### src/design/adjacent_line_dedup_unit_assert.svh
// ----------------------------------------------------------------------------
// Assertion macros for the adjacent line dedup unit
// Shared concurrent assertion forms, clocked on clk.
// ----------------------------------------------------------------------------
`ifndef ADJACENT_LINE_DEDUP_UNIT_ASSERT_SVH
`define ADJACENT_LINE_DEDUP_UNIT_ASSERT_SVH

// Checked only outside reset.
`define ALDU_ASSERT_RUN(label, prop, msg) \
  label: assert property (@(posedge clk) disable iff (rst) prop) else $error(msg);

// Checked at every edge, reset included.
`define ALDU_ASSERT_ALWAYS(label, prop, msg) \
  label: assert property (@(posedge clk) prop) else $error(msg);

`endif

### src/design/aldu_pkg.sv
// ----------------------------------------------------------------------------
// aldu_pkg
// Types and constants shared by the adjacent line dedup unit.
// ----------------------------------------------------------------------------
package aldu_pkg;

  localparam int LINE_MAX_DEF = 4096;
  localparam int RESULT_FIFO_DEPTH = 8;

  localparam logic [7:0] CH_SPACE   = 8'h20;
  localparam logic [7:0] CH_TAB     = 8'h09;
  localparam logic [7:0] CH_NEWLINE = 8'h0a;

  localparam logic [1:0] REG_FIELDS_TO_SKIP   = 2'd0;
  localparam logic [1:0] REG_LETTERS_TO_SKIP  = 2'd1;
  localparam logic [1:0] REG_LETTERS_TO_CHECK = 2'd2;
  localparam logic [1:0] REG_FILTER_MODE      = 2'd3;

  localparam logic [1:0] FILTER_SINGLE   = 2'd1;
  localparam logic [1:0] FILTER_REPEATED = 2'd2;

  typedef enum logic [3:0] {
    PH_BLANK  = 4'b0001,
    PH_WORD   = 4'b0010,
    PH_LETTER = 4'b0100,
    PH_KEY    = 4'b1000
  } aldu_phase_t;

  typedef struct packed {
    logic [7:0]  fields_to_skip;
    logic [11:0] letters_to_skip;
    logic [11:0] letters_to_check;
    logic [1:0]  filter_mode;
  } aldu_cfg_t;

  // One accepted word as it leaves the scanner.
  typedef struct packed {
    logic       eoi;
    logic       close;
    logic       partial;
    logic       cmp_en;
    logic [7:0] data;
  } aldu_item_t;

  typedef struct packed {
    logic [31:0] first_line;
    logic [15:0] repeat_count;
    logic        last_result;
  } aldu_result_t;

  typedef struct packed {
    logic         v0;
    logic         v1;
    aldu_result_t r0;
    aldu_result_t r1;
  } aldu_push_t;

  typedef struct packed {
    logic open;
    logic bank;
  } aldu_status_t;

endpackage

### src/design/aldu_group.sv
// ----------------------------------------------------------------------------
// aldu_group
// Group tracker: finishes the key compare and closes lines and groups.
// ----------------------------------------------------------------------------
module aldu_group #(
  parameter int LINE_MAX = aldu_pkg::LINE_MAX_DEF
) (
  input  logic                          clk,
  input  logic                          rst,
  input  logic                          take,
  input  aldu_pkg::aldu_item_t          item_in,
  input  logic [$clog2(LINE_MAX+1)-1:0] newlen_in,
  input  logic [7:0]                    rdata,
  input  aldu_pkg::aldu_cfg_t           cfg,
  output aldu_pkg::aldu_status_t        status,
  output logic [$clog2(LINE_MAX+1)-1:0] klen_ob,
  output logic                          busy,
  output aldu_pkg::aldu_push_t          push
);
  import aldu_pkg::*;

  localparam int KW = $clog2(LINE_MAX + 1);
  localparam int CW = (KW > 12) ? KW : 12;

  aldu_item_t    item;
  logic          item_valid;
  logic [KW-1:0] newlen;
  logic [KW-1:0] key_length [2];

  logic          group_bank, group_open, key_differs;
  logic [15:0]   group_size;
  logic [31:0]   group_start_line, line_number;

  logic          bank_next, open_next, differs_next, klen_we;
  logic [15:0]   size_next;
  logic [31:0]   start_next, line_next;

  function automatic logic [CW-1:0] cut_length(input logic [KW-1:0] len,
                                               input logic [11:0] check);
    logic [CW-1:0] l;
    l = CW'(len);
    if ((check != '0) && (l > CW'(check))) return CW'(check);
    return l;
  endfunction

  function automatic logic filter_ok(input logic [1:0] mode, input logic [15:0] count);
    logic ok;
    ok = 1'b1;
    if ((mode == FILTER_SINGLE) && (count > 16'd1)) ok = 1'b0;
    if ((mode == FILTER_REPEATED) && (count <= 16'd1)) ok = 1'b0;
    return ok;
  endfunction

  assign status.open = group_open;
  assign status.bank = group_bank;
  assign klen_ob     = key_length[group_bank];
  assign busy        = item_valid && (item.close || item.eoi);

  always_comb begin
    logic do_close, dcur, emit_a, emit_b;
    logic [31:0] first_a;
    logic [15:0] count_a;
    dcur         = key_differs || (item.cmp_en && (rdata != item.data));
    do_close     = item.close || (item.eoi && item.partial);
    bank_next    = group_bank;
    open_next    = group_open;
    size_next    = group_size;
    start_next   = group_start_line;
    line_next    = line_number;
    differs_next = dcur;
    klen_we      = 1'b0;
    emit_a       = 1'b0;
    emit_b       = 1'b0;
    first_a      = group_start_line;
    count_a      = group_size;
    if (item_valid) begin
      if (do_close) begin
        differs_next = 1'b0;
        if (!group_open) begin
          open_next  = 1'b1;
          size_next  = 16'd1;
          start_next = line_number;
          klen_we    = 1'b1;
        end else if (!dcur && (cut_length(newlen, cfg.letters_to_check) ==
                               cut_length(key_length[group_bank], cfg.letters_to_check))) begin
          if (group_size != 16'hffff) size_next = group_size + 16'd1;
        end else begin
          emit_a     = filter_ok(cfg.filter_mode, group_size);
          bank_next  = ~group_bank;
          klen_we    = 1'b1;
          start_next = line_number;
          size_next  = 16'd1;
        end
        line_next = line_number + 32'd1;
      end
      if (item.eoi) begin
        emit_b       = open_next && filter_ok(cfg.filter_mode, size_next);
        push.r1.first_line = start_next;
        differs_next = 1'b0;
      end
    end
    push.v0                 = emit_a || emit_b;
    push.v1                 = emit_a && emit_b;
    push.r0.first_line      = emit_a ? first_a : start_next;
    push.r0.repeat_count    = emit_a ? count_a : size_next;
    push.r0.last_result     = !(emit_a && emit_b);
    push.r1.first_line      = start_next;
    push.r1.repeat_count    = size_next;
    push.r1.last_result     = 1'b1;
  end

  always_ff @(posedge clk) begin
    if (take) begin
      item   <= item_in;
      newlen <= newlen_in;
    end
    if (item_valid && klen_we) begin
      key_length[bank_next] <= newlen;
    end
  end

  always_ff @(posedge clk) begin
    if (rst) begin
      item_valid       <= 1'b0;
      group_bank       <= 1'b0;
      group_open       <= 1'b0;
      group_size       <= '0;
      group_start_line <= '0;
      line_number      <= '0;
      key_differs      <= 1'b0;
    end else begin
      item_valid  <= take;
      group_bank  <= bank_next;
      key_differs <= item_valid ? differs_next : key_differs;
      if (item_valid && item.eoi) begin
        group_open       <= 1'b0;
        group_size       <= '0;
        group_start_line <= '0;
        line_number      <= '0;
      end else begin
        group_open       <= open_next;
        group_size       <= size_next;
        group_start_line <= start_next;
        line_number      <= line_next;
      end
    end
  end

endmodule

### config.mk
export PLATFORM = sky130hd
export DESIGN_NAME = aldu_group
export DESIGN_NICKNAME = d
export VERILOG_FILES = /design/src/design/adjacent_line_dedup_unit_assert.svh /design/src/design/aldu_pkg.sv /design/src/design/aldu_group.sv
export SDC_FILE = /design/constraint.sdc
export NUM_CORES = 1
export LEC_CHECK = 0
export BUFFER_PORTS_ARGS = -buffer_cell sky130_fd_sc_hd__buf_2
export CAP_MARGIN = 10
export CORE_MARGIN = 4
export CORE_UTILIZATION = 35
export CTS_BUF_LIST = sky130_fd_sc_hd__clkbuf_4
export DETAILED_ROUTE_END_ITERATION = 12
export GPL_ROUTABILITY_DRIVEN = 0
export PLACE_DENSITY_LB_ADDON = 0.05
export SETUP_SLACK_MARGIN = 0.1
export SYNTH_ARGS = -nofsm -noshare
export SYNTH_HDL_FRONTEND = slang
export SYNTH_SLANG_ARGS = --single-unit
### constraint.sdc
create_clock -name clk -period 7 [get_ports clk]
set_clock_uncertainty 0.05 [all_clocks]
set_input_delay 0.7 -clock clk [delete_from_list [all_inputs] [get_ports clk]]
set_output_delay 0.7 -clock clk [all_outputs]
set_load 0.05 [all_outputs]
* Word level (Yosys, flattened, before mapping)
Memories as Yosys holds them, arrays and structs flattened. A register that Yosys moved wholly into a read port is not among the register bits.
Index checks and enable logic that the tools add are counted.
** Word-level totals
- Flip-flop bits (word level) :: 109
- Memory bits (writable) :: 26
- Input port bits :: 70
- Memories :: 1
** Cells by class
- $add $sub $neg :: 2
- Magnitude comparators :: 6
- Equality and inequality tests :: 5
- Muxes and demuxes :: 57
- Bitwise gates (word level) :: 1
- Reductions and logical operators :: 23
** Memory list
- key_length :: depth 2, width 13, read ports 1, clocked after Yosys merged registers in 1, wr ports 1, line aldu_group.sv:28 : logic [KW-1:0] key_length [2];
** Operators with widths (number)
- $mux W32 :: 5
- $mux W13 :: 10
- $mux W16 :: 7
- $mux W1 :: 35
- $add A32 B1 Y32 const B :: 1
- $gt A16 B1 Y1 const B :: 2
- $le A16 B1 Y1 const B :: 2
- $gt A13 B12 Y1 :: 2
- $add A16 B1 Y16 const B :: 1
- $ne A16 B16 Y1 const B :: 1
- $logic_and A1 B1 Y1 :: 14
- $eq A13 B13 Y1 :: 1
- $reduce_bool A12 Y1 :: 1
- $ne A8 B8 Y1 :: 1
- $logic_or A1 B1 Y1 :: 4
- $eq A2 B1 Y1 const B :: 1
- $eq A2 B2 Y1 const B :: 1
- $logic_not A1 Y1 :: 2
- $reduce_and A2 Y1 :: 1
- $reduce_or A2 Y1 :: 1
- $not A1 Y1 :: 1

* Depth between registers and ports, before layout
- Word-level depth :: 27
- Mapped depth :: 21
- Gate-level depth less buffers :: 14

* Worst setup path before layout
Ideal clock, no wire load.
- Path type :: register to output
- Start point :: reg, netlist name group_bank
- End point :: out push[52] (netlist bit)
- Arrival time :: 5.276 ns
- Path slack :: 0.974 ns
- Cell stages (with the launch flop) :: 20
- Path buffers :: 5
- Cells stage by stage :: dfxtp_1 buf_6 clkbuf_1 mux2i_1 inv_1 ha_1 a21oi_1 o21ai_0 a2111oi_2 a21o_4 mux2i_1 xor2_1 a311oi_1 and3_1 buf_6 a31oi_4 buf_6 buf_6 nor2_1 a21o_1
** RTL lines
- end: declaration :: line aldu_group.sv:18 : output aldu_pkg::aldu_push_t push

==> metrics.txt <==
wire length of the first global-routing pass=35.32 mm; CP Cell Sequence=buf_4 -> mux2i_1 -> inv_1 -> ha_1 -> nand2_1 -> or4_4 -> a31o_4 -> a21o_4 -> nor2_2 -> a221oi_1 -> a22oi_1 -> and3_2 -> a21oi_2 -> nor2b_4 -> buf_12 -> mux2_2 -> buf_2; Synth area leader=dfxtp_1; Power Density=173.4 nW/um^2; DR WL/cell=17.16 microns; Final setup violation count=0; buffers added on ports=164; ys flop type=dfxtp_1; top-count cell post-synth=dfxtp_1; post-synth top area share=0.2077; Critical Path AT=5.72 ns; Reg clk slew, reported paths=0.14 ns; RSZ-0062 raised after global routing=false; total CTS buffers=17; H-Tree Depth=4; Iteration-0 DRC Markers=310; std cell rows=55; Area contributors post-synth=dfxtp_1 21%, edfxtp_1 19%, mux2_4 6.3%; EDFF count, synth=51; #FFs+latches synth=135; Clock Latency Late Sink=0.54 ns; Max stage delay on crit path=0.60 ns; Crit-path slowest cell=dfxtp_1; Hold WC Path Type=in2reg; initial core utilization=0.3566; DP Area=9146 sq um; final hold violations=0; Synth Instances=836; Max Freq=154.5 MHz; Final Max Tran Viols=0; Mapped Avg Cell Area=9.686 sq um; die area=25,630 sq um; Buf/Inv on CP=4; worst r2r src=group_bank; post-place setup slack=0.6676 ns; Die X=160.1 microns; drt pass-1 iters=5; vias per cell=5.110; run status=finished, final reports clean; Net count, final=1,084; setup tns final=0 ns; die height=160.1 microns; Std-Cell Core Area=22,710 sq um; Cells after DPL=1,252; total power=1635 uW; setup ws final=0.5282 ns; CTS tree=done; gr usage total=0.1707; GRT overflow=0; CTS Root Cell=clkbuf_4; Post-synth top cells=84 x dfxtp_1, 70 x nand2_1, 67 x nor2_1; # IOs=186; P&R area growth vs syn=16.44%; YS warnings=0; Final min period=6.472 ns; vias in the first global route=6,380; final period utilization=0.9245; vias=6,571; CP endpoint kind=primary output; sequential area share after synthesis=0.3968; Slew @ Worst Pin=1.031 ns; Syn Nets=934; fin cells=1,286; clk sinks=135; critical path launch point=group_bank; hold_sp=item_in[6]; max_cap viols=0; DRC=0; static leakage=0.004116 uW; post-route ant nets=0; CTS Buffer Depth=2; Synth cell types=70; Worst slew margin=0.3108; critical path type=reg2out; Worst path top cell family by delay=simple AND/OR/NAND/NOR gates; crit start category=register; fraction of layout cells with a size suffix above 1=0.3053; post-route cell area=9429 sq um; initial antenna violation count=4; DPL Wire Length=16.05 mm; Mapped Area=8098 sq um; peak supply drop=0.00008419 V; crit-path max FO=18; Req. time, crit path=6.25 ns; Async SR Flop Fraction=0; largest net degree at the start of global routing=49; Total Wirelength=22.07 mm
[path summary, 6_finish.rpt]
kind	end	slack [ns]	cells past startpoint
max	push[97]	0.53	17
min	item[6]	0.28	1
min reg2reg	key_differs	0.46	2
max reg2reg	key_length[0][5]	1.48	15
[cells by family (layout without fill, tap and decap cells)]
logic type,Yosys count,in the layout,share of synthesized area
muxes,83,83,0.1296
xor gates and xnor gates,58,58,0.06273
AOI/OAI and AO/OA,146,146,0.1289
and+or+nand+nor,309,309,0.1931
DFF,135,135,0.3968
other,1,3,0.0004631
adders and majority gates,28,28,0.04326
buffers and inverters,76,239,0.04512
[layout by cell type, fill, tap and decap left out, types with 13 or more instances in the layout]
cell type / count
buf_2: 164
dfxtp_1: 84
nand2_1: 70
nor2_1: 66
edfxtp_1: 51
mux2_2: 39
xor2_1: 39
and2_1: 38
mux2_4: 34
nand3_1: 34
inv_1: 32
a21oi_1: 32
ha_1: 28
o21ai_0: 25
xnor2_1: 19
clkbuf_4: 18
nand4_1: 16
nor3_1: 15
nor4_1: 13
[area by class of cell]
class / instances / area [sq um]
tap: 285 / 356.6
multi-input combinational: 625 / 4544
inverter: 32 / 120.1
clock inverter: 14 / 138.9
clock buffer: 18 / 135.1
fill: 2290 / 13280
sequential: 135 / 3213
antenna: 2 / 5.005
timing repair buffer: 175 / 915.9
[layer usage]
metal	global-route usage	wire length (microns)	vias up
met3	0.05626	1414	13
met1	0.2296	10440	3089
li1	-	-	3316
met2	0.2717	10030	149
met4	0.03090	163	4
met5	0	24	-
[state kept, by name (all words and copies together), names as in the netlist]
name	flops
group_start_line	32
line_number	32
key_length	26
group_size	16
newlen	13
item	12
group_bank	1
group_open	1
item_valid	1
key_differs	1
[where the power goes]
part           switching (uW)  internal, uW
Clock                     341           192
Sequential               20.0           836
Combinational             159          86.9
[what timing repair did]
item,4_1_cts,5_1_grt
setup buffers,0,0
hold buffers,0,0
gates resized for setup,1,1
endpoints found under the setup margin,25,16
[stage by stage]
stage               utilization  hold slack [ns]
floorplan                     -           0.4198
global placement         0.4028           0.4414
detailed placement       0.4028           0.4378
CTS                      0.4149           0.2016
global route             0.4152           0.1797
finish                   0.4152           0.2757
Power figures use the tool's default switching activity.
