File: src/design/adjacent_line_dedup_unit_assert.svh
// ----------------------------------------------------------------------------
// Assertion macros for the adjacent line dedup unit
// Shared concurrent assertion forms, clocked on clk.
// ----------------------------------------------------------------------------
`ifndef ADJACENT_LINE_DEDUP_UNIT_ASSERT_SVH
`define ADJACENT_LINE_DEDUP_UNIT_ASSERT_SVH

// Checked only outside reset.
`define ALDU_ASSERT_RUN(label, prop, msg) \
  label: assert property (@(posedge clk) disable iff (rst) prop) else $error(msg);

// Checked at every edge, reset included.
`define ALDU_ASSERT_ALWAYS(label, prop, msg) \
  label: assert property (@(posedge clk) prop) else $error(msg);

`endif

File: src/design/aldu_pkg.sv
// ----------------------------------------------------------------------------
// aldu_pkg
// Types and constants shared by the adjacent line dedup unit.
// ----------------------------------------------------------------------------
package aldu_pkg;

  localparam int LINE_MAX_DEF = 4096;
  localparam int RESULT_FIFO_DEPTH = 8;

  localparam logic [7:0] CH_SPACE   = 8'h20;
  localparam logic [7:0] CH_TAB     = 8'h09;
  localparam logic [7:0] CH_NEWLINE = 8'h0a;

  localparam logic [1:0] REG_FIELDS_TO_SKIP   = 2'd0;
  localparam logic [1:0] REG_LETTERS_TO_SKIP  = 2'd1;
  localparam logic [1:0] REG_LETTERS_TO_CHECK = 2'd2;
  localparam logic [1:0] REG_FILTER_MODE      = 2'd3;

  localparam logic [1:0] FILTER_SINGLE   = 2'd1;
  localparam logic [1:0] FILTER_REPEATED = 2'd2;

  typedef enum logic [3:0] {
    PH_BLANK  = 4'b0001,
    PH_WORD   = 4'b0010,
    PH_LETTER = 4'b0100,
    PH_KEY    = 4'b1000
  } aldu_phase_t;

  typedef struct packed {
    logic [7:0]  fields_to_skip;
    logic [11:0] letters_to_skip;
    logic [11:0] letters_to_check;
    logic [1:0]  filter_mode;
  } aldu_cfg_t;

  // One accepted word as it leaves the scanner.
  typedef struct packed {
    logic       eoi;
    logic       close;
    logic       partial;
    logic       cmp_en;
    logic [7:0] data;
  } aldu_item_t;

  typedef struct packed {
    logic [31:0] first_line;
    logic [15:0] repeat_count;
    logic        last_result;
  } aldu_result_t;

  typedef struct packed {
    logic         v0;
    logic         v1;
    aldu_result_t r0;
    aldu_result_t r1;
  } aldu_push_t;

  typedef struct packed {
    logic open;
    logic bank;
  } aldu_status_t;

endpackage

File: src/design/aldu_outq.sv
// ----------------------------------------------------------------------------
// aldu_outq
// Result queue: takes up to two results a cycle, hands out one.
// ----------------------------------------------------------------------------
module aldu_outq #(
  parameter int DEPTH = aldu_pkg::RESULT_FIFO_DEPTH
) (
  input  logic                  clk,
  input  logic                  rst,
  input  aldu_pkg::aldu_push_t  push,
  input  logic                  out_stall,
  output logic                  out_valid,
  output aldu_pkg::aldu_result_t head,
  output logic                  room
);
  import aldu_pkg::*;

  localparam int IW = $clog2(DEPTH);
  localparam int CNW = $clog2(DEPTH + 1);

  aldu_result_t   entries [DEPTH];
  logic [IW-1:0]  wr_ptr, rd_ptr;
  logic [CNW-1:0] count;
  logic           pop;

  assign out_valid = (count != '0);
  assign head      = entries[rd_ptr];
  assign pop       = out_valid && !out_stall;
  // Room for the four results that an accepted word and the word ahead of it may still cause.
  assign room      = (count <= CNW'(DEPTH - 4));

  always_ff @(posedge clk) begin
    if (push.v0) entries[wr_ptr] <= push.r0;
    if (push.v1) entries[IW'(wr_ptr + IW'(1))] <= push.r1;
  end

  always_ff @(posedge clk) begin
    if (rst) begin
      wr_ptr <= '0;
      rd_ptr <= '0;
      count  <= '0;
    end else begin
      wr_ptr <= wr_ptr + IW'(push.v0) + IW'(push.v1);
      rd_ptr <= rd_ptr + IW'(pop);
      count  <= count + CNW'(push.v0) + CNW'(push.v1) - CNW'(pop);
    end
  end

  `include "adjacent_line_dedup_unit_assert.svh"
  `ALDU_ASSERT_ALWAYS(a_reset_empty, rst |=> (count == '0), "queue not empty after reset")
  `ALDU_ASSERT_RUN(a_bound, count <= CNW'(DEPTH), "queue count beyond depth")
  `ALDU_ASSERT_RUN(a_pair, push.v1 |-> push.v0, "second result without first")
  `ALDU_ASSERT_RUN(a_no_over, push.v1 |-> (count <= CNW'(DEPTH - 2)), "queue overflow")

endmodule

File: config.mk
export PLATFORM = sky130hd
export DESIGN_NAME = aldu_outq
export DESIGN_NICKNAME = d
export VERILOG_FILES = /design/src/design/aldu_pkg.sv /design/src/design/aldu_outq.sv
export VERILOG_INCLUDE_DIRS = /design/src /design/src/design
export SDC_FILE = /design/constraint.sdc
export NUM_CORES = 1
export LEC_CHECK = 0
export BUFFER_PORTS_ARGS = -buffer_cell sky130_fd_sc_hd__buf_2
export CORE_ASPECT_RATIO = 0.8
export CORE_MARGIN = 1.5
export CORE_UTILIZATION = 45
export DETAILED_ROUTE_END_ITERATION = 10
export GPL_ROUTABILITY_DRIVEN = 0
export PLACE_DENSITY_LB_ADDON = 0.05
export SYNTH_ARGS = -nofsm -noshare
export SYNTH_HDL_FRONTEND = slang
export SYNTH_SLANG_ARGS = --single-unit
File: constraint.sdc
create_clock -name clk -period 5.4 [get_ports clk]
set_input_delay 0.54 -clock clk [delete_from_list [all_inputs] [get_ports clk]]
set_output_delay 0.54 -clock clk [all_outputs]
set_load 0.005 [all_outputs]
[Word-level counts from Yosys, hierarchy flattened]
Memories as Yosys holds them, arrays and structs flattened. A register that Yosys moved wholly into a read port is not among the register bits.
Cells that the tools add are included.
Cells by class
  add/sub/neg operators: 7
  multiplexer cells: 5
  order comparisons: 1
  reduce and logical (&&, ||, !) cells: 3
Operators by type and width (number)
  3-bit by 1-bit adder with 3-bit output: 3
  4-bit by 1-bit adder with 4-bit output: 2
  4-bit by 3-bit <= comparator with 1-bit output, second input constant: 1
  1-bit two-way mux: 4
  4-bit nonzero test: 1
  4-bit by 1-bit subtractor with 4-bit output: 1
  3-bit by 1-bit adder with 3-bit output, second input constant: 1
  3-bit two-way mux: 1
  1-bit logical AND: 1
  1-bit logical NOT: 1
Word-level totals
  output and inout port bits: 51
  memories kept: 1
  register bits after elaboration: 10
  RAM bits: 392
Memory list
  entries: words 8, bits a word 49, rd ports 1, clocked after Yosys merged registers in 1, wr ports 2, RTL line aldu_outq.sv:21  | aldu_result_t entries [DEPTH];

[Depth between registers and ports, before layout]
  word-level depth: 4
  mapped depth: 9
  gate-level depth less buffers: 9

[Least setup slack after synthesis]
No wires, ideal clock.
  path type: input to register
  from: input port push[99] in the netlist's numbering
  to: memory entries[0][0] in the netlist's numbering (enable)
  slack: 0.513 ns
  data arrival time: 4.355 ns
  path buffers: 0
  stages on the path: 2
  cell sequence: nand2_1 -> o32ai_1
RTL lines
  start: declaration: RTL line aldu_outq.sv:10  | input aldu_pkg::aldu_push_t push,
  end: declaration: RTL line aldu_outq.sv:21

==> impl_results.rst <==
.. list-table::
   :header-rows: 1

   * - Metric
     - Value
   * - Switching share of power
     - 26.1%
   * - Final Routed Wirelength
     - 48500 um
   * - Total of hold buffers inserted after clock tree synthesis
     - 0
   * - Via count of the first global-routing pass
     - 11000
   * - Async set-or-reset flop fraction in the synthesized netlist
     - 0%
   * - Origin of the worst min-delay path
     - rst
   * - Initial antenna violation count
     - 3
   * - Starting Density
     - 45.9%
   * - Startpoint type of the worst setup path
     - flop
   * - Post-synthesis sequential area ratio
     - 59.9%
   * - Die Width
     - 239 um
   * - Area delta synth->final
     - 14.9%
   * - Share of Yosys cell area claimed by the top area cell type
     - 58.9%
   * - Cell depth of the worst hold path
     - 2
   * - Port-buffer cells
     - 153
   * - Number of flops mapped to enable cells by yosys
     - 392
   * - Crit path DAT
     - 3.83 ns
   * - Worst min path class
     - input port to flop
   * - Tmin final
     - 3.64 ns
   * - Switching component of the power
     - 2.33 mW
   * - Flop-to-flop setup slack
     - 1.76 ns
   * - Share of post-route cells with drive strength above 1
     - 60.7%
   * - Final hold viol count
     - 0
   * - GRT Total Usage
     - 21.7%
   * - Count of pins on the block boundary
     - 154
   * - First-pass GRT wire length
     - 73200 um
   * - Routed Antenna Nets
     - 0
   * - Unrepaired setup endpoints after global routing
     - no
   * - Static Leak
     - 7.50 nW
   * - Post-synthesis sequential element count
     - 402
   * - Cell internal pwr
     - 6.58 mW
   * - HPWL Detailed
     - 26900 um
   * - Capture point of the worst reg-to-reg path
     - entries[5][46]$_DFFE_PP_
   * - Storage cell area
     - 12000 um2
   * - Post-Route Utilization
     - 52.8%
   * - Required time worst endpoint
     - 5.59 ns
   * - Max_slew headroom
     - 22.5%
   * - DIE AREA
     - 45700 um2
   * - Max Freq
     - 274 MHz
   * - Cell accounting for the most synthesized area
     - sky130_fd_sc_hd__edfxtp_1
   * - Deepest level of the CTS H-tree
     - 2
   * - Netlist Area Pre-Place
     - 20000 um2
   * - Detailed-routing iteration count for the pre-antenna-repair pass
     - 4
   * - Multi-input combinational cell area
     - 7800 um2
   * - Fraction of power consumed by combinational cells
     - 21.3%
   * - Register-to-Register Path Depth
     - 5
   * - Maximum number of pins on one net before global-route repair
     - 51
   * - IR Drop Worst-Case VDD
     - 0.239 mV
   * - Number of vias in the routed layout
     - 10600
   * - Sequential group share of total power
     - 45.3%
   * - Clock latency on the worst-skew pair
     - 0.56 ns
   * - Min-Delay Endpoint
     - rd_ptr[2]$_SDFF_PP0_
   * - Post-layout worst setup margin
     - 1.76 ns
   * - Share of the clock period used by the worst path
     - 67.5%
   * - Relative contribution of the clock network to total power
     - 33.4%
   * - Maximum fanout encountered on the critical timing path
     - 50
   * - Worst setup path class
     - flop to flop
   * - Cells after synthesis
     - 1081
   * - Number of remaining DRC errors
     - 0
   * - Pre-CTS setup slack
     - 1.70 ns
   * - Global route total overflow
     - 0
   * - Post-layout nets
     - 1350
   * - Clock Tree Root
     - sky130_fd_sc_hd__clkbuf_16
   * - Mapped Nets
     - 1196
   * - Mapped Avg Cell Area
     - 18.5 um2
   * - Clock transition at path regs
     - 0.06 ns
   * - Syn. warnings
     - 0
   * - Worst clock skew on the final layout
     - 0.0188 ns
   * - Worst R2R Start
     - wr_ptr[1]$_SDFF_PP0_
   * - Filler Cell Count
     - 3558
   * - Worst slew pin tran
     - 1.16 ns
   * - Core Rows
     - 68
   * - Count of pins over their slew limit
     - 0
   * - Distinct cells, synth
     - 30
   * - Dominant cells by area after synthesis
     - sky130_fd_sc_hd__edfxtp_1 59%, sky130_fd_sc_hd__mux2_2 23%, sky130_fd_sc_hd__mux4_2 11%
   * - CTS Buf Count
     - 43
   * - Final-layout setup total negative slack
     - 0 ns
   * - Routed vias/inst
     - 5.69
   * - Number of setup buffers added after CTS
     - 0
   * - Kind of end point of the critical path
     - flop
   * - Die boundary height
     - 191 um
   * - Result of the run
     - completed
   * - Clock tree from TritonCTS
     - built
   * - Average wire length per cell after detail routing
     - 26.0 um
   * - # Max-Cap Violations
     - 0
   * - Max Root-Sink Buffers
     - 3
   * - Starting DRC count in detailed routing
     - 690
   * - Number of instances resized during post-cts repair
     - 0
   * - Clk sink count
     - 402
   * - Core box area
     - 43500 um2
   * - PwrDens
     - 388 nW/um2
   * - Main synth FF type
     - sky130_fd_sc_hd__edfxtp_1
   * - Final setup violating endpoints
     - 0
## cells by family (layout without fill, tap and decap cells)
kind of cell / count (synthesis) / in the layout / share of synthesized area [%]
other: 0 / 1 / 0
multiplexers: 539 / 539 / 35.9
AND/OR/NAND/NOR: 32 / 32 / 0.764
XOR/XNOR: 5 / 5 / 0.295
AO/OA/AOI/OAI: 13 / 13 / 0.420
buffers and inverters: 78 / 265 / 1.79
adder cells (fa/ha/maj): 12 / 12 / 0.865
flip-flops: 402 / 402 / 59.9
## flip-flops by register name (all words and copies together), names as in the netlist
name,cells
entries,392
count,4
rd_ptr,3
wr_ptr,3
## worst max-delay path, stage by stage (launching register included)
cell and delay, ns:
sky130_fd_sc_hd__dfxtp_1 0.52, sky130_fd_sc_hd__ha_1 0.34, sky130_fd_sc_hd__xor2_2 0.57, sky130_fd_sc_hd__nand2_4 0.67, sky130_fd_sc_hd__o21ai_4 0.59, sky130_fd_sc_hd__buf_4 0.54
## placed cells by master (no fill, tap or decap), types with 3 or more instances in the layout
cell type,count
sky130_fd_sc_hd__inv_1,9
sky130_fd_sc_hd__nor2b_1,5
sky130_fd_sc_hd__a21oi_1,3
sky130_fd_sc_hd__mux4_2,98
sky130_fd_sc_hd__dfxtp_1,7
sky130_fd_sc_hd__bufinv_16,5
sky130_fd_sc_hd__dfxtp_4,3
sky130_fd_sc_hd__o22ai_4,3
sky130_fd_sc_hd__mux2_1,26
sky130_fd_sc_hd__ha_1,9
sky130_fd_sc_hd__xnor2_1,3
sky130_fd_sc_hd__buf_4,23
sky130_fd_sc_hd__edfxtp_1,392
sky130_fd_sc_hd__buf_2,153
sky130_fd_sc_hd__clkinv_1,12
sky130_fd_sc_hd__nand2b_1,3
sky130_fd_sc_hd__fa_1,3
sky130_fd_sc_hd__clkinv_2,4
sky130_fd_sc_hd__nor2_4,4
sky130_fd_sc_hd__mux2_2,415
sky130_fd_sc_hd__nor2_1,6
sky130_fd_sc_hd__nand2_1,6
sky130_fd_sc_hd__clkbuf_16,45
sky130_fd_sc_hd__clkbuf_1,9
## power groups by stage
stage / Sequential (mW) / Combinational (mW) / Clock [mW]
2_1_floorplan: 3.97 / 1.32 / 0
3_3_place_gp: 4.11 / 1.92 / 0
3_5_place_dp: 4.11 / 1.92 / 0
4_1_cts: 4.05 / 1.93 / 3.05
5_1_grt: 4.08 / 2.05 / 3.16
6_report: 4.04 / 1.90 / 2.97
## layout make-up
class,count,area share [%]
Clock buffer,54,5.06
Antenna cell,1,0.0109
Timing Repair Buffer,178,4.26
Multi-Input combinational cell,601,34.0
Sequential cell,402,52.2
Tap cell,595,3.24
Clock inverter,24,1.04
Inverter,9,0.147
## worst max-delay path by stage
stage                          from                  endpoint  cells past startpoint
6_report       wr_ptr[1]$_SDFF_PP0_  entries[5][46]$_DFFE_PP_                      5
5_1_grt        wr_ptr[1]$_SDFF_PP0_  entries[5][43]$_DFFE_PP_                      5
4_1_cts        wr_ptr[1]$_SDFF_PP0_  entries[5][40]$_DFFE_PP_                      5
3_5_place_dp   wr_ptr[1]$_SDFF_PP0_  entries[5][31]$_DFFE_PP_                      5
3_3_place_gp   wr_ptr[1]$_SDFF_PP0_  entries[5][33]$_DFFE_PP_                      5
2_1_floorplan              push[99]   entries[0][0]$_DFFE_PP_                      2
## routing by layer
metal | wire length, um | global-route usage [%]
met3 | 2130 | 3.29
met2 | 23400 | 35.2
met5 | 38 | 0
met4 | 656 | 4.26
met1 | 22300 | 31.3
## through the flow
step           area [um2]  hold slack (ns)  total power, mW  cells
6_report            22900            0.316             8.91   1864
5_1_grt             22900            0.308             9.29   1863
4_1_cts             22900            0.285             9.03   1863
3_5_place_dp        21500            0.670             6.03   1785
3_3_place_gp        21500            0.649             6.02   1785
2_1_floorplan       20000            0.554             5.29   1081
## cells in the mapped netlist (3+ instances only)
master	count
sky130_fd_sc_hd__mux4_2	98
sky130_fd_sc_hd__nor2b_1	5
sky130_fd_sc_hd__o22ai_1	3
sky130_fd_sc_hd__mux2_1	26
sky130_fd_sc_hd__nor2_1	10
sky130_fd_sc_hd__nand2b_1	3
sky130_fd_sc_hd__mux2_2	415
sky130_fd_sc_hd__inv_1	9
sky130_fd_sc_hd__nand2_1	8
sky130_fd_sc_hd__dfxtp_1	10
sky130_fd_sc_hd__a21oi_1	3
sky130_fd_sc_hd__fa_1	3
sky130_fd_sc_hd__xnor2_1	3
sky130_fd_sc_hd__buf_2	46
sky130_fd_sc_hd__buf_1	7
sky130_fd_sc_hd__ha_1	9
sky130_fd_sc_hd__clkbuf_1	14
sky130_fd_sc_hd__edfxtp_1	392
Power figures use the tool's default switching activity.
