**config.mk**
```make
export PLATFORM = sky130hd
export DESIGN_NAME = aldu_scan
export DESIGN_NICKNAME = d
export VERILOG_FILES = /design/src/design/adjacent_line_dedup_unit_assert.svh /design/src/design/aldu_pkg.sv /design/src/design/aldu_scan.sv
export SDC_FILE = /design/constraint.sdc
export NUM_CORES = 1
export LEC_CHECK = 0
export ABC_AREA = 1
export BUFFER_PORTS_ARGS = -buffer_cell sky130_fd_sc_hd__buf_2
export CELL_PAD_IN_SITES_DETAIL_PLACEMENT = 1
export CELL_PAD_IN_SITES_GLOBAL_PLACEMENT = 2
export CORE_UTILIZATION = 33
export CTS_CLUSTER_DIAMETER = 50
export DETAILED_ROUTE_END_ITERATION = 16
export MAX_ROUTING_LAYER = met4
export PLACE_DENSITY = 0.85
export REMOVE_ABC_BUFFERS = 1
export SETUP_SLACK_MARGIN = 0.05
export SYNTH_ARGS = -nofsm -noshare
export SYNTH_HDL_FRONTEND = slang
export SYNTH_SLANG_ARGS = --single-unit
```
**constraint.sdc**
```tcl
create_clock -name clk -period 12.3 [get_ports clk]
set_input_delay 1.23 -clock clk [delete_from_list [all_inputs] [get_ports clk]]
set_output_delay 1.23 -clock clk [all_outputs]
set_load 0.03 [all_outputs]
```
**src/design/adjacent_line_dedup_unit_assert.svh**
```systemverilog
// ----------------------------------------------------------------------------
// Assertion macros for the adjacent line dedup unit
// Shared concurrent assertion forms, clocked on clk.
// ----------------------------------------------------------------------------
`ifndef ADJACENT_LINE_DEDUP_UNIT_ASSERT_SVH
`define ADJACENT_LINE_DEDUP_UNIT_ASSERT_SVH

// Checked only outside reset.
`define ALDU_ASSERT_RUN(label, prop, msg) \
  label: assert property (@(posedge clk) disable iff (rst) prop) else $error(msg);

// Checked at every edge, reset included.
`define ALDU_ASSERT_ALWAYS(label, prop, msg) \
  label: assert property (@(posedge clk) prop) else $error(msg);

`endif

```
**src/design/aldu_pkg.sv**
```systemverilog
// ----------------------------------------------------------------------------
// aldu_pkg
// Types and constants shared by the adjacent line dedup unit.
// ----------------------------------------------------------------------------
package aldu_pkg;

  localparam int LINE_MAX_DEF = 4096;
  localparam int RESULT_FIFO_DEPTH = 8;

  localparam logic [7:0] CH_SPACE   = 8'h20;
  localparam logic [7:0] CH_TAB     = 8'h09;
  localparam logic [7:0] CH_NEWLINE = 8'h0a;

  localparam logic [1:0] REG_FIELDS_TO_SKIP   = 2'd0;
  localparam logic [1:0] REG_LETTERS_TO_SKIP  = 2'd1;
  localparam logic [1:0] REG_LETTERS_TO_CHECK = 2'd2;
  localparam logic [1:0] REG_FILTER_MODE      = 2'd3;

  localparam logic [1:0] FILTER_SINGLE   = 2'd1;
  localparam logic [1:0] FILTER_REPEATED = 2'd2;

  typedef enum logic [3:0] {
    PH_BLANK  = 4'b0001,
    PH_WORD   = 4'b0010,
    PH_LETTER = 4'b0100,
    PH_KEY    = 4'b1000
  } aldu_phase_t;

  typedef struct packed {
    logic [7:0]  fields_to_skip;
    logic [11:0] letters_to_skip;
    logic [11:0] letters_to_check;
    logic [1:0]  filter_mode;
  } aldu_cfg_t;

  // One accepted word as it leaves the scanner.
  typedef struct packed {
    logic       eoi;
    logic       close;
    logic       partial;
    logic       cmp_en;
    logic [7:0] data;
  } aldu_item_t;

  typedef struct packed {
    logic [31:0] first_line;
    logic [15:0] repeat_count;
    logic        last_result;
  } aldu_result_t;

  typedef struct packed {
    logic         v0;
    logic         v1;
    aldu_result_t r0;
    aldu_result_t r1;
  } aldu_push_t;

  typedef struct packed {
    logic open;
    logic bank;
  } aldu_status_t;

endpackage

```
**src/design/aldu_scan.sv**
```systemverilog
// ----------------------------------------------------------------------------
// aldu_scan
// Line scanner: skips fields and letters, addresses the key memory.
// ----------------------------------------------------------------------------
module aldu_scan #(
  parameter int LINE_MAX = aldu_pkg::LINE_MAX_DEF
) (
  input  logic                            clk,
  input  logic                            rst,
  input  logic                            take,
  input  logic [7:0]                      byte_in,
  input  logic                            end_of_input,
  input  aldu_pkg::aldu_cfg_t             cfg,
  input  aldu_pkg::aldu_status_t          status,
  input  logic [$clog2(LINE_MAX+1)-1:0]   klen_ob,
  output aldu_pkg::aldu_item_t            item,
  output logic [$clog2(LINE_MAX+1)-1:0]   newlen,
  output logic                            mem_we,
  output logic [$clog2(2*LINE_MAX)-1:0]   mem_waddr,
  output logic [$clog2(2*LINE_MAX)-1:0]   mem_raddr
);
  import aldu_pkg::*;

  localparam int KW = $clog2(LINE_MAX + 1);
  localparam int PW = $clog2(LINE_MAX);
  localparam int AW = $clog2(2 * LINE_MAX);
  localparam int CW = (KW > 12) ? KW : 12;

  aldu_phase_t   phase, phase_next;
  logic [7:0]    fields_skipped, fields_next;
  logic [11:0]   letters_skipped, letters_next;
  logic [KW-1:0] key_index, key_next;
  logic [PW-1:0] line_position, pos_next;

  logic blank, key_byte, in_range, write_bank, close;

  always_comb begin
    logic done;
    blank        = (byte_in == CH_SPACE) || (byte_in == CH_TAB);
    phase_next   = phase;
    fields_next  = fields_skipped;
    letters_next = letters_skipped;
    key_byte     = 1'b0;
    done         = 1'b0;
    for (int g = 0; g < 4; g++) begin
      if (!done) begin
        unique case (phase_next)
          PH_BLANK: begin
            if (fields_next >= cfg.fields_to_skip) begin
              phase_next = PH_LETTER;
            end else begin
              if (!blank) phase_next = PH_WORD;
              done = 1'b1;
            end
          end
          PH_WORD: begin
            if (!blank) begin
              done = 1'b1;
            end else begin
              fields_next = fields_next + 8'd1;
              phase_next  = PH_BLANK;
            end
          end
          PH_LETTER: begin
            if (letters_next >= cfg.letters_to_skip) begin
              phase_next = PH_KEY;
            end else begin
              letters_next = letters_next + 12'd1;
              done = 1'b1;
            end
          end
          PH_KEY: begin
            key_byte = 1'b1;
            done     = 1'b1;
          end
          default: done = 1'b1;
        endcase
      end
    end
  end

  assign in_range   = key_byte && (key_index < KW'(LINE_MAX));
  assign key_next   = in_range ? key_index + KW'(1) : key_index;
  assign pos_next   = line_position + PW'(1);
  assign close      = (byte_in == CH_NEWLINE) || (pos_next >= PW'(LINE_MAX - 1));
  assign write_bank = status.open ? ~status.bank : status.bank;

  assign mem_we    = take && !end_of_input && in_range;
  assign mem_waddr = write_bank ? AW'(LINE_MAX) + AW'(key_index) : AW'(key_index);
  assign mem_raddr = status.bank ? AW'(LINE_MAX) + AW'(key_index) : AW'(key_index);

  assign item.eoi     = end_of_input;
  assign item.close   = !end_of_input && close;
  assign item.partial = (line_position != '0);
  assign item.cmp_en  = !end_of_input && in_range && status.open &&
                        ((cfg.letters_to_check == '0) ||
                         (CW'(key_index) < CW'(cfg.letters_to_check))) &&
                        (key_index < klen_ob);
  assign item.data    = byte_in;
  assign newlen       = end_of_input ? key_index : key_next;

  always_ff @(posedge clk) begin
    if (rst) begin
      phase           <= PH_BLANK;
      fields_skipped  <= '0;
      letters_skipped <= '0;
      key_index       <= '0;
      line_position   <= '0;
    end else if (take) begin
      if (end_of_input || close) begin
        phase           <= PH_BLANK;
        fields_skipped  <= '0;
        letters_skipped <= '0;
        key_index       <= '0;
        line_position   <= '0;
      end else begin
        phase           <= phase_next;
        fields_skipped  <= fields_next;
        letters_skipped <= letters_next;
        key_index       <= key_next;
        line_position   <= pos_next;
      end
    end
  end

endmodule

```
# [After elaboration in Yosys (flattened, before gate mapping)]
# Cells that the tools add are included.
# Widths: inputs -> output; s select.
[classes] n_addsub=11 order_cmp=12 eq_ne=19 mux=74 n_bitwise=1 reduce_logical=15
[ops] cell="$mux 12" n=13
[ops] cell="$mux 8" n=12
[ops] cell="$mux 4" n=20
[ops] cell="$mux 13" n=5
[ops] cell="$add 12x1->12 const B" n=5
[ops] cell="$ge 12x12->1" n=4
[ops] cell="$pmux 4 s3" n=4
[ops] cell="$add 8x1->8 const B" n=4
[ops] cell="$ge 8x8->1" n=4
[ops] cell="$mux 1" n=17
[ops] cell="$eq 4x1->1 const B" n=4
[ops] cell="$eq 4x2->1 const B" n=4
[ops] cell="$eq 4x3->1 const B" n=4
[ops] cell="$eq 4x4->1 const B" n=4
[ops] cell="$eq 8x4->1 const B" n=2
[ops] cell="$add 13x1->13 const B" n=1
[ops] cell="$add 13x13->13 const A" n=1
[ops] cell="$lt 13x12->1" n=1
[ops] cell="$lt 13x13->1" n=1
[ops] cell="$lt 13x13->1 const B" n=1
[ops] cell="$ge 12x12->1 const B" n=1
[ops] cell="$logic_not 12->1" n=1
[ops] cell="$reduce_bool 12->1" n=1
[ops] cell="$pmux 1 s3" n=3
[ops] cell="other kinds (5)" n=15
[word_totals] reg_bits=49 in_bits=61 out_inout_bits=52 elab_cells=137

# [Depth between registers and ports, before layout]
[logic_depth] depth_word=21 depth_mapped=43

# [Least setup slack after synthesis]
# OpenSTA, ideal clock, no wires.
[synth_timing] path_type="input-to-output" from="in cfg[21] in the netlist's numbering" to="out newlen[1]" arrival_time_ps=6155 path_slack_ps=4915 cell_stages=37 n_path_buf=0 path_cell_list="inv_1 > ha_1 > nand2_1 > inv_1 > nand2_1 > nand2_1 > a21oi_2 > nand4_2 > nor3_2 > nand3_1 > xor2_1 > inv_1 > ha_1 > a21oi_1 > o21a_1 > nand4_1 > nor2_8 > nand3_1 > nor3_1 > nand3_1 > nand2_1 > nand2_1 > ha_1 > nand2_1 > inv_1 > nand3_1 > nor2_1 > nand2_1 > o2111ai_1 > nor2_1 > nor2_2 > inv_2 > nand2_2 > nand2_2 > inv_2 > nand2_1 > o21ai_0"
[synth_via] elab_chain_len=17 word_cells_on_any_way=53 cone_classes="add/sub (1); order compare (4); eq/ne (9); mux (38); reduce/logical (1)"
[synth_lines] element="start: declaration" line_no="aldu_scan.sv:13" text="input aldu_pkg::aldu_cfg_t cfg,"
[synth_lines] element="$ge 12x12->1" line_no="aldu_scan.sv:65" text="if (letters_next >= cfg.letters_to_skip) begin"
[synth_lines] element="$mux 12 or $mux 4 (tied branches)" line_no="aldu_scan.sv:65"
[synth_lines] element="$mux 12 or $pmux 4 s3 (tied branches)" line_no="aldu_scan.sv:47" text="unique case (phase_next)"
[synth_lines] element="$add 12x1->12 (tied with other cells)" line_no="aldu_scan.sv:68" text="letters_next = letters_next + 12'd1;"
[synth_lines] element="$mux 12 (tied with other cells)" line_no="aldu_scan.sv:65"
[synth_lines] element="$mux 12 or $pmux 4 s3 (tied branches)" line_no="aldu_scan.sv:47"
[synth_lines] element="$mux 12 or $mux 4 (tied branches)" line_no="aldu_scan.sv:46" text="if (!done) begin"
[synth_lines] element="$ge 12x12->1 or $mux 4 (tied branches)" line_no="aldu_scan.sv:65, aldu_scan.sv:52"
[synth_lines] element="$mux 4, on equally long branches" line_no="aldu_scan.sv:65, aldu_scan.sv:49"
[synth_lines] element="$pmux 4 s3" line_no="aldu_scan.sv:47"
[synth_lines] element="$mux 4" line_no="aldu_scan.sv:46"
[synth_lines] element="$eq 4x4->1" line_no="aldu_scan.sv:47"
[synth_lines] element="$mux 1" line_no="aldu_scan.sv:47"
[synth_lines] element="$mux 1 (*)" line_no="aldu_scan.sv:46"
[synth_lines] element="$logic_and 1x1->1 (*)" line_no="aldu_scan.sv:82" text="assign in_range = key_byte && (key_index < KW'(LINE_MAX));"
[synth_lines] element="$mux 13 (*)" line_no="aldu_scan.sv:83" text="assign key_next = in_range ? key_index + KW'(1) : key_index;"
[synth_lines] element="$mux 13 (*)" line_no="aldu_scan.sv:100" text="assign newlen = end_of_input ? key_index : key_next;"
[synth_lines] element="end: declaration" line_no="aldu_scan.sv:17" text="output logic [$clog2(LINE_MAX+1)-1:0] newlen,"
# Mark *: on every way between the ends. The rest lies on a longest branch, timed or not.

# [Worst setup path after layout]
[layout_timing] from="in cfg[25] in the netlist's numbering" to="out newlen[0]"
# Same word-level chain as after synthesis.

==> impl_metrics.tcl <==
set metrics [dict create \
    status "completed" \
    pre_cts_slack_ns 3.308 \
    cts_buffer_depth 2 \
    cap_violations 0 \
    clockPowerShare 0.383 \
    dr.pass1.iters 4 \
    die_w_um 143.6 \
    syn_avg_cell_area_sq_um 6.214 \
    fin_skew_ns 0.004510 \
    routed_wirelength_mm 20.22 \
    grt_usage 0.2103 \
    ys_seq_elements 49 \
    cp_num_buf_inv 8 \
    internal_power_uw 272.0 \
    place.detailed.hpwl_mm 16.44 \
    hold_buffers 0 \
    wire_per_inst_um 14.54 \
    pwr-share-seq 0.415 \
    worst_slack_ns 3.331 \
    clk_latency_ns 0.29 \
    ctsResizeCount 0 \
    tns_ns 0 \
    place_area_sq_um 7128 \
    drive_above_1_share 0.1707 \
    remaining_drc_errors 0 \
    synth_cell_types 46 \
    grt_pass1_wl_mm 33.32 \
    fmax_mhz 111.5 \
    layout.cells.most_common_list "nand2_1 (280), inv_1 (151), buf_2 (110)" \
    htreeDepth 2 \
    initial_core_util 0.3378 \
    n_fill_cell 2681 \
    crit_arrival_ns 7.74 \
    synth_area_sq_um 6618 \
    fp.dieArea_sq_um 20620 \
    antenna_found_initial 0 \
    gp_congestion 0.8847 \
    cp-start-kind "primary input" \
    rsz0062_at_grt "no" \
    core-area_sq_um 19590 \
    layout_min_cycle_time_ns 8.969 \
    slowest_stage "nor2_1" \
    yosysSeqAreaShare 0.1482 \
    synth.area.mux_share 0.001702 \
    whs_ns 0.5045 \
    final_max_slew_viol_count 0 \
    swShare 0.3003 \
    synth_compound_area_frac 0.1133 \
    avgViaCountPerCell 4.894 \
    clk_pin_slew_worst_paths_ns 0.06 \
    numPortBuffers 110 \
    rows 51 \
    p_sw_uw 116.7 \
    slew_headroom 0.2584 \
    nNetsFinal 1268 \
    area.growth.synth_to_final_pct 10.10 \
    hold_viol_final 0 \
    drt_iter0_markers 237 \
    cts.sinks 49 \
    ant_nets 0 \
    grt_max_degree 49 \
    cpPeakStageDelay_ns 0.38 \
    synthCells 1065 \
    die_h_um 143.6 \
    period_share 0.7292 \
    synthXorXnorAreaFrac 0.05823 \
    min_path_type "register to register" \
    grt_pass1_vias 6759 \
    diodes 0 \
    endpoint_kind "output pin" \
    ir_drop_v 0.00004536 \
    required_ns 11.07 \
    fin_area_sq_um 7286 \
    synth_fa_ha_area_frac 0.1569 \
    cts-root-buf "clkbuf_16" \
    cts_made_buffers 5 \
    io_pins 113 \
    yosys.area_share.simple 0.3683 \
    overflow 0 \
    critPathKind "primary input to output pin" \
    crit_top_cell "inv_1" \
    postCtsSetupBuffers 0 \
    p_leak_nw 3.725 \
    tritoncts "built" \
    cpLargestDelayFamily "simple AND/OR/NAND/NOR gates" \
    p_comb_frac 0.202 \
    setup_viol 0 \
    pwr_density_cell_nw_per_um2 53.35 \
    worstMarginPinSlew_ns 1.110 \
    synth_top_family_by_area "simple AND/OR/NAND/NOR gates" \
    final_common_cell "nand2_1" \
    critPathMaxFanout 14 \
    vias 6802 \
    yosysWarnings 0 \
]
-- worst paths after layout --
path	startpoint	endpoint	slack, ns	cells past startpoint
max reg2reg	letters_skipped[10]$_SDFFE_PP0P_	letters_skipped[11]$_SDFFE_PP0P_	5.49	37
max	cfg[25]	newlen[0]	3.33	35
min	fields_skipped[7]$_SDFFE_PP0P_	fields_skipped[7]$_SDFFE_PP0P_	0.50	2
min reg2reg	fields_skipped[7]$_SDFFE_PP0P_	fields_skipped[7]$_SDFFE_PP0P_	0.50	2
-- logic make-up after synthesis --
kind of cell / Yosys count
AND/OR/NAND/NOR: 530
buffers and inverters: 226
AO/OA/AOI/OAI: 132
adder cells (fa/ha/maj): 83
flip-flops: 49
XOR/XNOR: 44
multiplexers: 1
-- worst min-delay path: stages (launching register included) --
cell and delay [ns]:
dfxtp_1 0.33, nand2_1 0.07, a21oi_1 0.06
-- per-stage QoR --
stage,instances,power (mW),util
2_1_floorplan,1005,0.2095,-
3_3_place_gp,1382,0.2428,0.3639
3_5_place_dp,1382,0.2443,0.3639
4_1_cts,1390,0.3959,0.3719
5_1_grt,1390,0.4125,0.3719
6_report,1390,0.3887,0.3719
-- state kept, by name, indices dropped and copies added (netlist names) --
register	count
line_position	12
phase	4
key_index	13
letters_skipped	12
fields_skipped	8
-- area by class of cell --
| cell class | instances | area [sq um] | area share |
|---|---|---|---|
| timing repair buffer | 112 | 565.5 | 0.07762 |
| clock inverter | 1 | 5.005 | 0.0006869 |
| multi-input combinational | 790 | 4627 | 0.6351 |
| inverter | 166 | 623.1 | 0.08552 |
| tap | 265 | 331.6 | 0.04551 |
| clock buffer | 7 | 152.6 | 0.02095 |
| sequential | 49 | 980.9 | 0.1346 |
-- power by group through the flow --
stage	Clock, mW	Sequential [mW]	Combinational (mW)
finish	0.149	0.161	0.0787
global route	0.161	0.161	0.0901
CTS	0.155	0.161	0.0801
detailed placement	0	0.165	0.0793
global placement	0	0.165	0.0778
floorplan	0	0.165	0.0450
-- cells in the mapped netlist (all sizes together) --
cell       n  area [sq um]
a211oi     2         15.01
a21boi     1         18.77
a21o       2         15.01
a21oi     81         427.9
a41oi      1         8.760
buf       45         335.3
clkbuf    15         56.30
clkinv     2         7.510
dfxtp     49         980.9
ha        83          1039
inv      164         615.6
mux2       1         11.26
nand2    305          1217
nand3     73         370.4
nand4     37         252.7
nor2      90         429.2
nor3      17         116.4
nor3b      1         7.510
nor4       6         37.54
o2111ai    3         26.28
o211ai     5         37.54
o21a       2         15.01
o21ai     32         160.1
o21bai     1         7.510
o221ai     1         8.760
o41ai      1         8.760
or2        1         6.260
xnor2      8         70.07
xor2      36         315.3
-- metal layers --
layer / vias up / wire length (um) / track usage
li1: 3520 / - / -
met2: 127 / 9660 / 0.3702
met1: 3140 / 9588 / 0.2581
met4: 0 / 291 / 0.04815
met5: - / 0 / -
met3: 15 / 675 / 0.01966
Note: power is estimated with default switching activity, not from simulation.
